$ cat config.mk
export PLATFORM = sky130hd
export DESIGN_NAME = stable_four_class_priority_queue
export DESIGN_NICKNAME = d
export VERILOG_FILES = /design/src/hw/rtl/sfcpq_pkg.sv /design/src/hw/rtl/sfcpq_cell.sv /design/src/hw/rtl/stable_four_class_priority_queue.sv
export SDC_FILE = /design/constraint.sdc
export NUM_CORES = 1
export LEC_CHECK = 0
export ABC_CLOCK_PERIOD_IN_PS = 6500
export BUFFER_PORTS_ARGS = -buffer_cell sky130_fd_sc_hd__buf_2
export CORE_UTILIZATION = 45
export CTS_CLUSTER_DIAMETER = 60
export CTS_CLUSTER_SIZE = 14
export DETAILED_ROUTE_END_ITERATION = 7
export MAX_ROUTING_LAYER = met4
export REMOVE_ABC_BUFFERS = 1
export SKIP_LAST_GASP = 1
export SYNTH_ARGS = -nofsm -noshare
export SYNTH_HDL_FRONTEND = slang
export SYNTH_SLANG_ARGS = --single-unit
$ cat constraint.sdc
create_clock -name clk -period 6.5 [get_ports clk]
set_input_delay 1.3 -clock clk [delete_from_list [all_inputs] [get_ports clk]]
set_output_delay 1.3 -clock clk [all_outputs]
set_load 0.005 [all_outputs]
$ cat src/hw/rtl/sfcpq_pkg.sv
package sfcpq_pkg;

  // Field widths
  localparam int TAG_W   = 16;
  localparam int AGE_W   = 7;
  localparam int CLS_W   = 2;
  localparam int STAT_W  = 2;
  localparam int OCC_W   = 5;

  // Defaults
  localparam int DEF_CAPACITY = 16;
  localparam logic [AGE_W-1:0] THRESH_RESET = 7'd60;

  // Opcodes
  localparam logic OP_ENQ = 1'b0;
  localparam logic OP_DEQ = 1'b1;

  // Status codes
  localparam logic [STAT_W-1:0] ST_ENQUEUED = 2'd0;
  localparam logic [STAT_W-1:0] ST_DROPPED  = 2'd1;
  localparam logic [STAT_W-1:0] ST_DEQUEUED = 2'd2;
  localparam logic [STAT_W-1:0] ST_EMPTY    = 2'd3;

  // Class codes, lower is better (class 1 maps to code 0)
  localparam logic [CLS_W-1:0] CLS_BOTH = 2'd0;
  localparam logic [CLS_W-1:0] CLS_COND = 2'd1;
  localparam logic [CLS_W-1:0] CLS_OLD  = 2'd2;
  localparam logic [CLS_W-1:0] CLS_NONE = 2'd3;

  // One queued entry
  typedef struct packed {
    logic [TAG_W-1:0] tag;
    logic [AGE_W-1:0] age;
    logic             cond;
    logic [CLS_W-1:0] cls;
  } entry_t;

  // Per-cycle command broadcast to every cell
  typedef struct packed {
    logic   enq;
    logic   deq;
    entry_t ent;
  } ctrl_t;

  function automatic logic [CLS_W-1:0] class_of(input logic [AGE_W-1:0] age,
                                                input logic             cond,
                                                input logic [AGE_W-1:0] thresh);
    logic old;
    old = (age >= thresh);
    if (old && cond)  class_of = CLS_BOTH;
    else if (cond)    class_of = CLS_COND;
    else if (old)     class_of = CLS_OLD;
    else              class_of = CLS_NONE;
  endfunction

endpackage

$ cat src/hw/rtl/sfcpq_cell.sv
module sfcpq_cell (
  input  logic              clk,
  input  sfcpq_pkg::ctrl_t  ctrl,
  input  logic              occ,       // this slot holds a live entry
  input  sfcpq_pkg::entry_t left_ent,
  input  logic              left_le,   // left neighbor stays in place on insert
  input  sfcpq_pkg::entry_t right_ent,
  output sfcpq_pkg::entry_t ent,
  output logic              le
);

  sfcpq_pkg::entry_t ent_r;
  sfcpq_pkg::entry_t ent_nxt;

  // Live entry of equal or better class keeps its place on insert
  assign le  = occ && (ent_r.cls <= ctrl.ent.cls);
  assign ent = ent_r;

  always_comb begin
    ent_nxt = ent_r;
    if (ctrl.deq) begin
      ent_nxt = right_ent;
    end else if (ctrl.enq) begin
      if (le) begin
        ent_nxt = ent_r;
      end else if (left_le) begin
        ent_nxt = ctrl.ent;
      end else begin
        ent_nxt = left_ent;
      end
    end
  end

  always_ff @(posedge clk) begin
    ent_r <= ent_nxt;
  end

endmodule

$ cat src/hw/rtl/stable_four_class_priority_queue.sv
// The result is valid in the cycle after an input is accepted.
// Throughput: one item per cycle while the result side takes each result;
// the cell row inserts or removes an entry in a single shift.
// Reset: entry count zero, age threshold 60, no result pending.
// Entry contents are not cleared; only slots below the count are read.
module stable_four_class_priority_queue #(
  parameter int CAPACITY = sfcpq_pkg::DEF_CAPACITY
) (
  input  logic                          clk,
  input  logic                          rst_n,
  input  logic                          cfg_wr_en,
  input  logic [sfcpq_pkg::AGE_W-1:0]   cfg_wr_data,
  input  logic                          in_valid,
  output logic                          in_ready,
  input  logic                          in_opcode,
  input  logic [sfcpq_pkg::TAG_W-1:0]   in_tag,
  input  logic [sfcpq_pkg::AGE_W-1:0]   in_age,
  input  logic                          in_condition,
  output logic                          out_valid,
  input  logic                          out_ready,
  output logic [sfcpq_pkg::STAT_W-1:0]  out_status,
  output logic [sfcpq_pkg::TAG_W-1:0]   out_tag,
  output logic [sfcpq_pkg::AGE_W-1:0]   out_age,
  output logic                          out_condition,
  output logic [sfcpq_pkg::OCC_W-1:0]   out_occupancy
);

  localparam int CW = $clog2(CAPACITY + 1);
  localparam logic [CW-1:0] CAP_C = CW'(CAPACITY);

  logic [sfcpq_pkg::AGE_W-1:0] thresh_r;
  logic [CW-1:0]               cnt_r, cnt_nxt;
  logic                        out_valid_r;
  logic [sfcpq_pkg::STAT_W-1:0] status_r, status_nxt;
  sfcpq_pkg::entry_t           head_r, head_nxt;
  logic [31:0]                 cnt_ext;

  logic                        in_fire, full, empty;
  sfcpq_pkg::ctrl_t            ctrl;
  sfcpq_pkg::entry_t           cell_ent [CAPACITY];
  logic [CAPACITY-1:0]         cell_le;

  assign in_fire = in_valid && in_ready;
  assign in_ready = !out_valid_r || out_ready;
  assign full    = (cnt_r == CAP_C);
  assign empty   = (cnt_r == '0);

  // Command to the cell row
  always_comb begin
    ctrl.enq      = in_fire && (in_opcode == sfcpq_pkg::OP_ENQ) && !full;
    ctrl.deq      = in_fire && (in_opcode == sfcpq_pkg::OP_DEQ) && !empty;
    ctrl.ent.tag  = in_tag;
    ctrl.ent.age  = in_age;
    ctrl.ent.cond = in_condition;
    ctrl.ent.cls  = sfcpq_pkg::class_of(in_age, in_condition, thresh_r);
  end

  // Row of cells, slot 0 is the head
  genvar gi;
  generate
    for (gi = 0; gi < CAPACITY; gi++) begin : g_cell
      logic              l_le;
      sfcpq_pkg::entry_t l_ent;
      sfcpq_pkg::entry_t r_ent;
      if (gi == 0) begin : g_first
        assign l_le  = 1'b1;
        assign l_ent = ctrl.ent;
      end else begin : g_mid
        assign l_le  = cell_le[gi-1];
        assign l_ent = cell_ent[gi-1];
      end
      if (gi == CAPACITY - 1) begin : g_last
        assign r_ent = cell_ent[gi];
      end else begin : g_notlast
        assign r_ent = cell_ent[gi+1];
      end
      sfcpq_cell u_cell (
        .clk       (clk),
        .ctrl      (ctrl),
        .occ       (CW'(gi) < cnt_r),
        .left_ent  (l_ent),
        .left_le   (l_le),
        .right_ent (r_ent),
        .ent       (cell_ent[gi]),
        .le        (cell_le[gi])
      );
    end
  endgenerate

  // Count and result
  always_comb begin
    cnt_nxt    = cnt_r;
    status_nxt = sfcpq_pkg::ST_ENQUEUED;
    head_nxt   = '0;
    if (in_opcode == sfcpq_pkg::OP_ENQ) begin
      if (full) begin
        status_nxt = sfcpq_pkg::ST_DROPPED;
      end else begin
        cnt_nxt = cnt_r + CW'(1);
      end
    end else begin
      if (empty) begin
        status_nxt = sfcpq_pkg::ST_EMPTY;
      end else begin
        status_nxt = sfcpq_pkg::ST_DEQUEUED;
        head_nxt   = cell_ent[0];
        cnt_nxt    = cnt_r - CW'(1);
      end
    end
  end

  always_ff @(posedge clk) begin
    if (!rst_n) begin
      thresh_r    <= sfcpq_pkg::THRESH_RESET;
      cnt_r       <= '0;
      out_valid_r <= 1'b0;
    end else begin
      if (cfg_wr_en) begin
        thresh_r <= cfg_wr_data;
      end
      if (in_fire) begin
        cnt_r       <= cnt_nxt;
        out_valid_r <= 1'b1;
      end else if (out_ready) begin
        out_valid_r <= 1'b0;
      end
    end
  end

  // Result payload
  always_ff @(posedge clk) begin
    if (in_fire) begin
      status_r <= status_nxt;
      head_r   <= head_nxt;
    end
  end

  assign cnt_ext       = 32'(cnt_r);
  assign out_valid     = out_valid_r;
  assign out_status    = status_r;
  assign out_tag       = head_r.tag;
  assign out_age       = head_r.age;
  assign out_condition = head_r.cond;
  assign out_occupancy = cnt_ext[sfcpq_pkg::OCC_W-1:0];

  // Checks
  a_cnt_bound: assert property (@(posedge clk) disable iff (!rst_n)
    cnt_r <= CAP_C)
    else $error("entry count above capacity");

  a_result_follows: assert property (@(posedge clk) disable iff (!rst_n)
    in_fire |=> out_valid_r)
    else $error("no result after accepted item");

  a_drop_when_full: assert property (@(posedge clk) disable iff (!rst_n)
    (in_fire && in_opcode == sfcpq_pkg::OP_ENQ && full)
      |=> (status_r == sfcpq_pkg::ST_DROPPED && $stable(cnt_r)))
    else $error("enqueue on full queue not dropped");

  a_deq_count: assert property (@(posedge clk) disable iff (!rst_n)
    (in_fire && in_opcode == sfcpq_pkg::OP_DEQ && !empty)
      |=> (cnt_r == $past(cnt_r) - CW'(1)))
    else $error("dequeue did not decrement count");

endmodule
# Word-level counts from Yosys, hierarchy flattened

Index checks and enable logic that the tools add are counted.

Input bits: 37
Flip-flop bits (word level): 455
Logic and storage cells: 245
Output and inout bits: 33

Magnitude comparators: 33
Bitwise logic cells: 3
Muxes and demuxes: 71
Reductions and logical operators: 47
$add $sub $neg: 2
Equality and inequality tests: 18

Operators with widths:

| operator                                                            | number |
|---|---|
| 26-bit 2-to-1 mux                                                   | 60 |
| 4-bit by 5-bit < comparator with 1-bit output, first input constant | 8 |
| 2-bit inequality test, second input constant                        | 17 |
| 2-bit <= comparator                                                 | 16 |
| 2-bit AND reduction                                                 | 15 |
| 1-bit logical AND                                                   | 22 |
| 3-bit by 5-bit < comparator with 1-bit output, first input constant | 4 |
| 5-bit 2-to-1 mux                                                    | 3 |
| 1-bit by 5-bit < comparator with 1-bit output, first input constant | 2 |
| 2-bit by 5-bit < comparator with 1-bit output, first input constant | 2 |
| 7-bit greater-or-equal comparator                                   | 1 |
| 2-bit 2-to-1 mux                                                    | 3 |
| 3-bit AND reduction                                                 | 2 |
| 5-bit by 1-bit adder with 5-bit output, second input constant       | 1 |
| 5-bit == test, second input constant                                | 1 |
| 5-bit zero test                                                     | 1 |
| 1-bit 2-to-1 mux                                                    | 5 |
| 5-bit by 1-bit subtractor with 5-bit output, second input constant  | 1 |
| 2-bit nonzero test                                                  | 2 |
| 1-bit zero test                                                     | 3 |
| 1-bit NOT                                                           | 3 |
| 2-bit OR reduction                                                  | 1 |
| 1-bit logical OR                                                    | 1 |

# Logic depth before layout (Yosys ltp)

Depth in word-level cells: 10
Gate-level depth with buffers: 12
Gate-level depth less buffers: 10

# By module

From an unflattened synthesis, not the netlist that was laid out.

Cells, all modules: 2177
Area, all modules: 24787.5 sq um

Modules (own cells, without submodules):

| module                           | cells each | times used | area each (sq um) | seq. area each (sq um) |
|---|---|---|---|---|
| sfcpq_cell                       | 125        | 16         | 1426.4            | 780.7 |
| stable_four_class_priority_queue | 177        | 1          | 1965.6            | 1041.0 |

# Worst setup path before layout

Ideal clock, no wire load.

Kind: input -> register
Start point: input port in_age[5] in the netlist's numbering
End point: register g_cell[9].u_cell.ent_r (netlist bit g_cell[9].u_cell.ent[0]), enable pin
Arrival time: 5.671 ns
Setup slack: 0.383 ns
Required time: 6.055 ns
Setup time: 0.445 ns
Cell stages on the path: 8
Path buffers: 0
Cells stage by stage: ha_1 > and3_1 > a221o_1 > a21oi_1 > ha_1 > a2bb2oi_1 > nor2_1 > o21ai_0

Longest elaborated chain between the ends: 8
Elaborated cells between the ends (all ways): 9
Classes of those cells: order compare (2); eq/ne (1); mux (3); reduce/logical (3)

RTL lines:

| item                                     | RTL line                               | text |
|---|---|---|
| start, declared                          | stable_four_class_priority_queue.sv:17 | `input logic [sfcpq_pkg::AGE_W-1:0] in_age,` |
| 7-bit greater-or-equal comparator *      | sfcpq_pkg.sv:49                        | `old = (age >= thresh);` |
| 1-bit 2-to-1 mux                         | sfcpq_pkg.sv:52                        | `else if (old) class_of = CLS_OLD;` |
| 2-bit 2-to-1 mux                         | sfcpq_pkg.sv:51                        | `else if (cond) class_of = CLS_COND;` |
| 2-bit 2-to-1 mux *                       | sfcpq_pkg.sv:50                        | `if (old && cond) class_of = CLS_BOTH;` |
| 2-bit <= comparator *                    | sfcpq_cell.sv:16                       | `assign le = occ && (ent_r.cls <= ctrl.ent.cls);` |
| 1-bit logical AND *                      | sfcpq_cell.sv:16                       |  |
| 2-bit inequality test (no source line) * | n/a                                    |  |
| 2-bit AND reduction (no source line) *   | n/a                                    |  |
| end signal, assigned                     | sfcpq_cell.sv:35                       | `ent_r <= ent_nxt;` |
| end, declared                            | sfcpq_cell.sv:12                       | `sfcpq_pkg::entry_t ent_r;` |

Every way passes the cells marked *; elsewhere a longest branch is shown, timed or not.
A chain may end at the register's enable or synchronous reset.

==> flow_summary.ini <==
[synth]
synth_top_area_share_pct = 55.7
yosysTopAreaCell = edfxtp_1
async_reset_ff_share_pct = 0
ys_seq_area_share_pct = 56.8
synth_seq_cells = 455
yosys_warnings = 0
syn_inst = 2158
yosys-top-cells-area = edfxtp_1 (56%), o211ai_1 (21%), nand2_1 (6.6%)
syn_area_um2 = 23800
synth_edf_count = 442
syn_area_per_cell_um2 = 11.0
yosys_most_used_dff = edfxtp_1
ys_types = 48

[finish]
drive_gt1_share_pct = 13.5
final_nets = 2176
final_cells = 2805
antenna_cells = 0
area_growth_pct = 9.60
fillers = 4640

[power]
p_leak_nw = 8.18
peakVddDrop_v = 0.000201
total_power_mw = 10.7
p_per_area_nw_per_um2 = 408

[route]
dr_total_vias = 18099
first_pass_iters = 5
drt-total-wl_mm = 68.5
met2_length_mm = 31.7
wl_per_cell_um = 24.4
wl_met1_mm = 29.9
wl_met3_mm = 5.37
drcViolationCount = 0
drt-initial-drc-count = 1996
top_layer = met4
ant_nets = 0
avgViaCountPerCell = 6.45

[timing]
timing.fmax_mhz = 220
finalCriticalPeriod_ps = 4550
setup_viol = 0
relSlewSlack_pct = 33.3
whs_ps = 491
rsz0062_at_grt = false
worst_pin_slew_ps = 1000
finalSetupTns_ps = 0
min_period_over_period_pct = 70.0
finClkSkew_ps = 23.3
slew_violations = 0
hold_violations = 0

[die]
chipWidth_um = 232
die_y_um = 232
die-area_um2 = 53900
io_pins = 70
initial_utilization_pct = 46.0
core_um2 = 51800
row_count = 83

[grt]
grt_max_degree = 175
antenna_found_initial = 0
grt.overflow.total = 0
grt_pass1_vias = 17492
grt_usage_pct = 26.0
grt_pass1_wl_mm = 106

[setup_path]
critPathKind = input pin to register
crit_fanout = 26
critPathRequiredTime_ps = 6810
end_kind = register
crit_arrival_ps = 4860
start_kind = input pin

[placed_design]
portBuffers = 69
dp_hpwl_mm = 43.4
place.gp.congestion = 0.821
placed_cells = 2730

[clock_network]
cts_tree = yes
clkTransAtPathRegs_ps = 70
cts_hold_buf = 0
numCtsBuffers = 45
cts-resized-gates = 0
cts.path.max_buffers = 3
cts.sinks = 455
clk_latency_ps = 600
htreeDepth = 2
cts_root_buf = clkbuf_16
postCtsSetupBuffers = 0

[outcome]
status = completed

[hold_path]
hold_class = register to register

[flow_run]
drv_cap = 0
cells by family (layout without fill, tap and decap cells):
group / count (synthesis) / count (layout) / share of synthesized area (%)
AND/OR/NAND/NOR: 573 / 573 / 10.1
multiplexers: 32 / 32 / 1.48
buffers and inverters: 268 / 235 / 4.71
adder cells (fa/ha/maj): 42 / 42 / 2.20
flip-flops: 455 / 455 / 56.8
AO/OA/AOI/OAI: 785 / 785 / 24.6
XOR/XNOR: 3 / 3 / 0.110
Yosys cell counts, types with 12 or more instances:
master and n:
o211ai_1 668, edfxtp_1 442, nand2_1 418, clkbuf_1 159
buf_2 72, nor2_1 43, ha_1 42, o21ai_0 33
a31oi_1 29, inv_1 27, and3_1 25, mux2_2 25
nand3_1 24, nor2b_1 20, dfxtp_1 13, or2_2 12
per-stage QoR:
step | area, um2 | utilization [%] | setup slack (ps)
6_report | 26100 | 50.4 | 1950
5_1_grt | 26100 | 50.4 | 1770
4_1_cts | 26100 | 50.4 | 1940
3_5_place_dp | 24700 | 47.7 | 1320
3_3_place_gp | 24700 | 47.7 | 1400
2_1_floorplan | 22800 | - | -11570
flip-flops by register name, indices dropped and copies added, names as in the netlist:
register	flops
out_condition	1
out_tag	16
out_age	7
g_cell.u_cell.ent	416
out_status	2
thresh_r	7
out_valid	1
out_occupancy	5
layer usage:
metal / vias to the layer above / GRT usage [%]
met2: 833 / 39.5
met1: 8862 / 36.2
met4: 0 / 7.24
met5: - / -
li1: 8306 / -
met3: 98 / 3.81
worst paths after layout:
kind,start,end,slack [ps],cells after the start
worst min-delay path,thresh_r[2],thresh_r[2],490,2
worst min register to register,thresh_r[2],thresh_r[2],490,2
worst max register to register,out_occupancy[1],g_cell[13].u_cell.ent[6],2190,7
worst max-delay path,in_age[5],g_cell[14].u_cell.ent[23],1950,9
worst max-delay path, cell delays in order:
cell and delay (ps):
buf_2 130, ha_1 310, and3_1 190, a221o_1 380
a21oi_1 560, ha_1 370, a2bb2oi_2 680, or2_2 720
o211ai_1 220
layout make-up:
cell class | instances | area (um2) | share of cell area, %
Clock buffer | 50 | 1190 | 4.55
Timing Repair Buffer | 133 | 888 | 3.40
Sequential cell | 455 | 13500 | 51.8
Multi-Input combinational cell | 1435 | 9330 | 35.7
Clock inverter | 25 | 234 | 0.896
Tap cell | 680 | 851 | 3.26
Inverter | 27 | 101 | 0.388
where the power goes:
part | internal [mW] | switching [mW] | leakage, nW
Sequential | 4.32 | 0.399 | 4.31
Combinational | 1.13 | 2.18 | 3.18
Clock | 1.44 | 1.19 | 0.685
Total | 6.89 | 3.77 | 8.18
layout by cell type, fill, tap and decap left out, types with 6 or more instances in the layout:
cell and instances:
nand2_1 418, nor2_2 12, a21oi_1 6, o21ai_0 32
nand3_1 24, buf_2 69, dfxtp_1 13, mux2i_1 7
o221ai_1 6, and3_1 25, clkinv_1 6, nor2_1 31
a2bb2oi_2 11, clkbuf_16 47, nor2b_1 20, ha_1 42
inv_1 27, or2_2 12, clkinv_2 6, o211ai_1 668
edfxtp_1 442, buf_4 59, o221ai_2 9, nor3_1 10
a31oi_1 25, a31oi_2 6, mux2_2 25
Power figures use the tool's default switching activity.
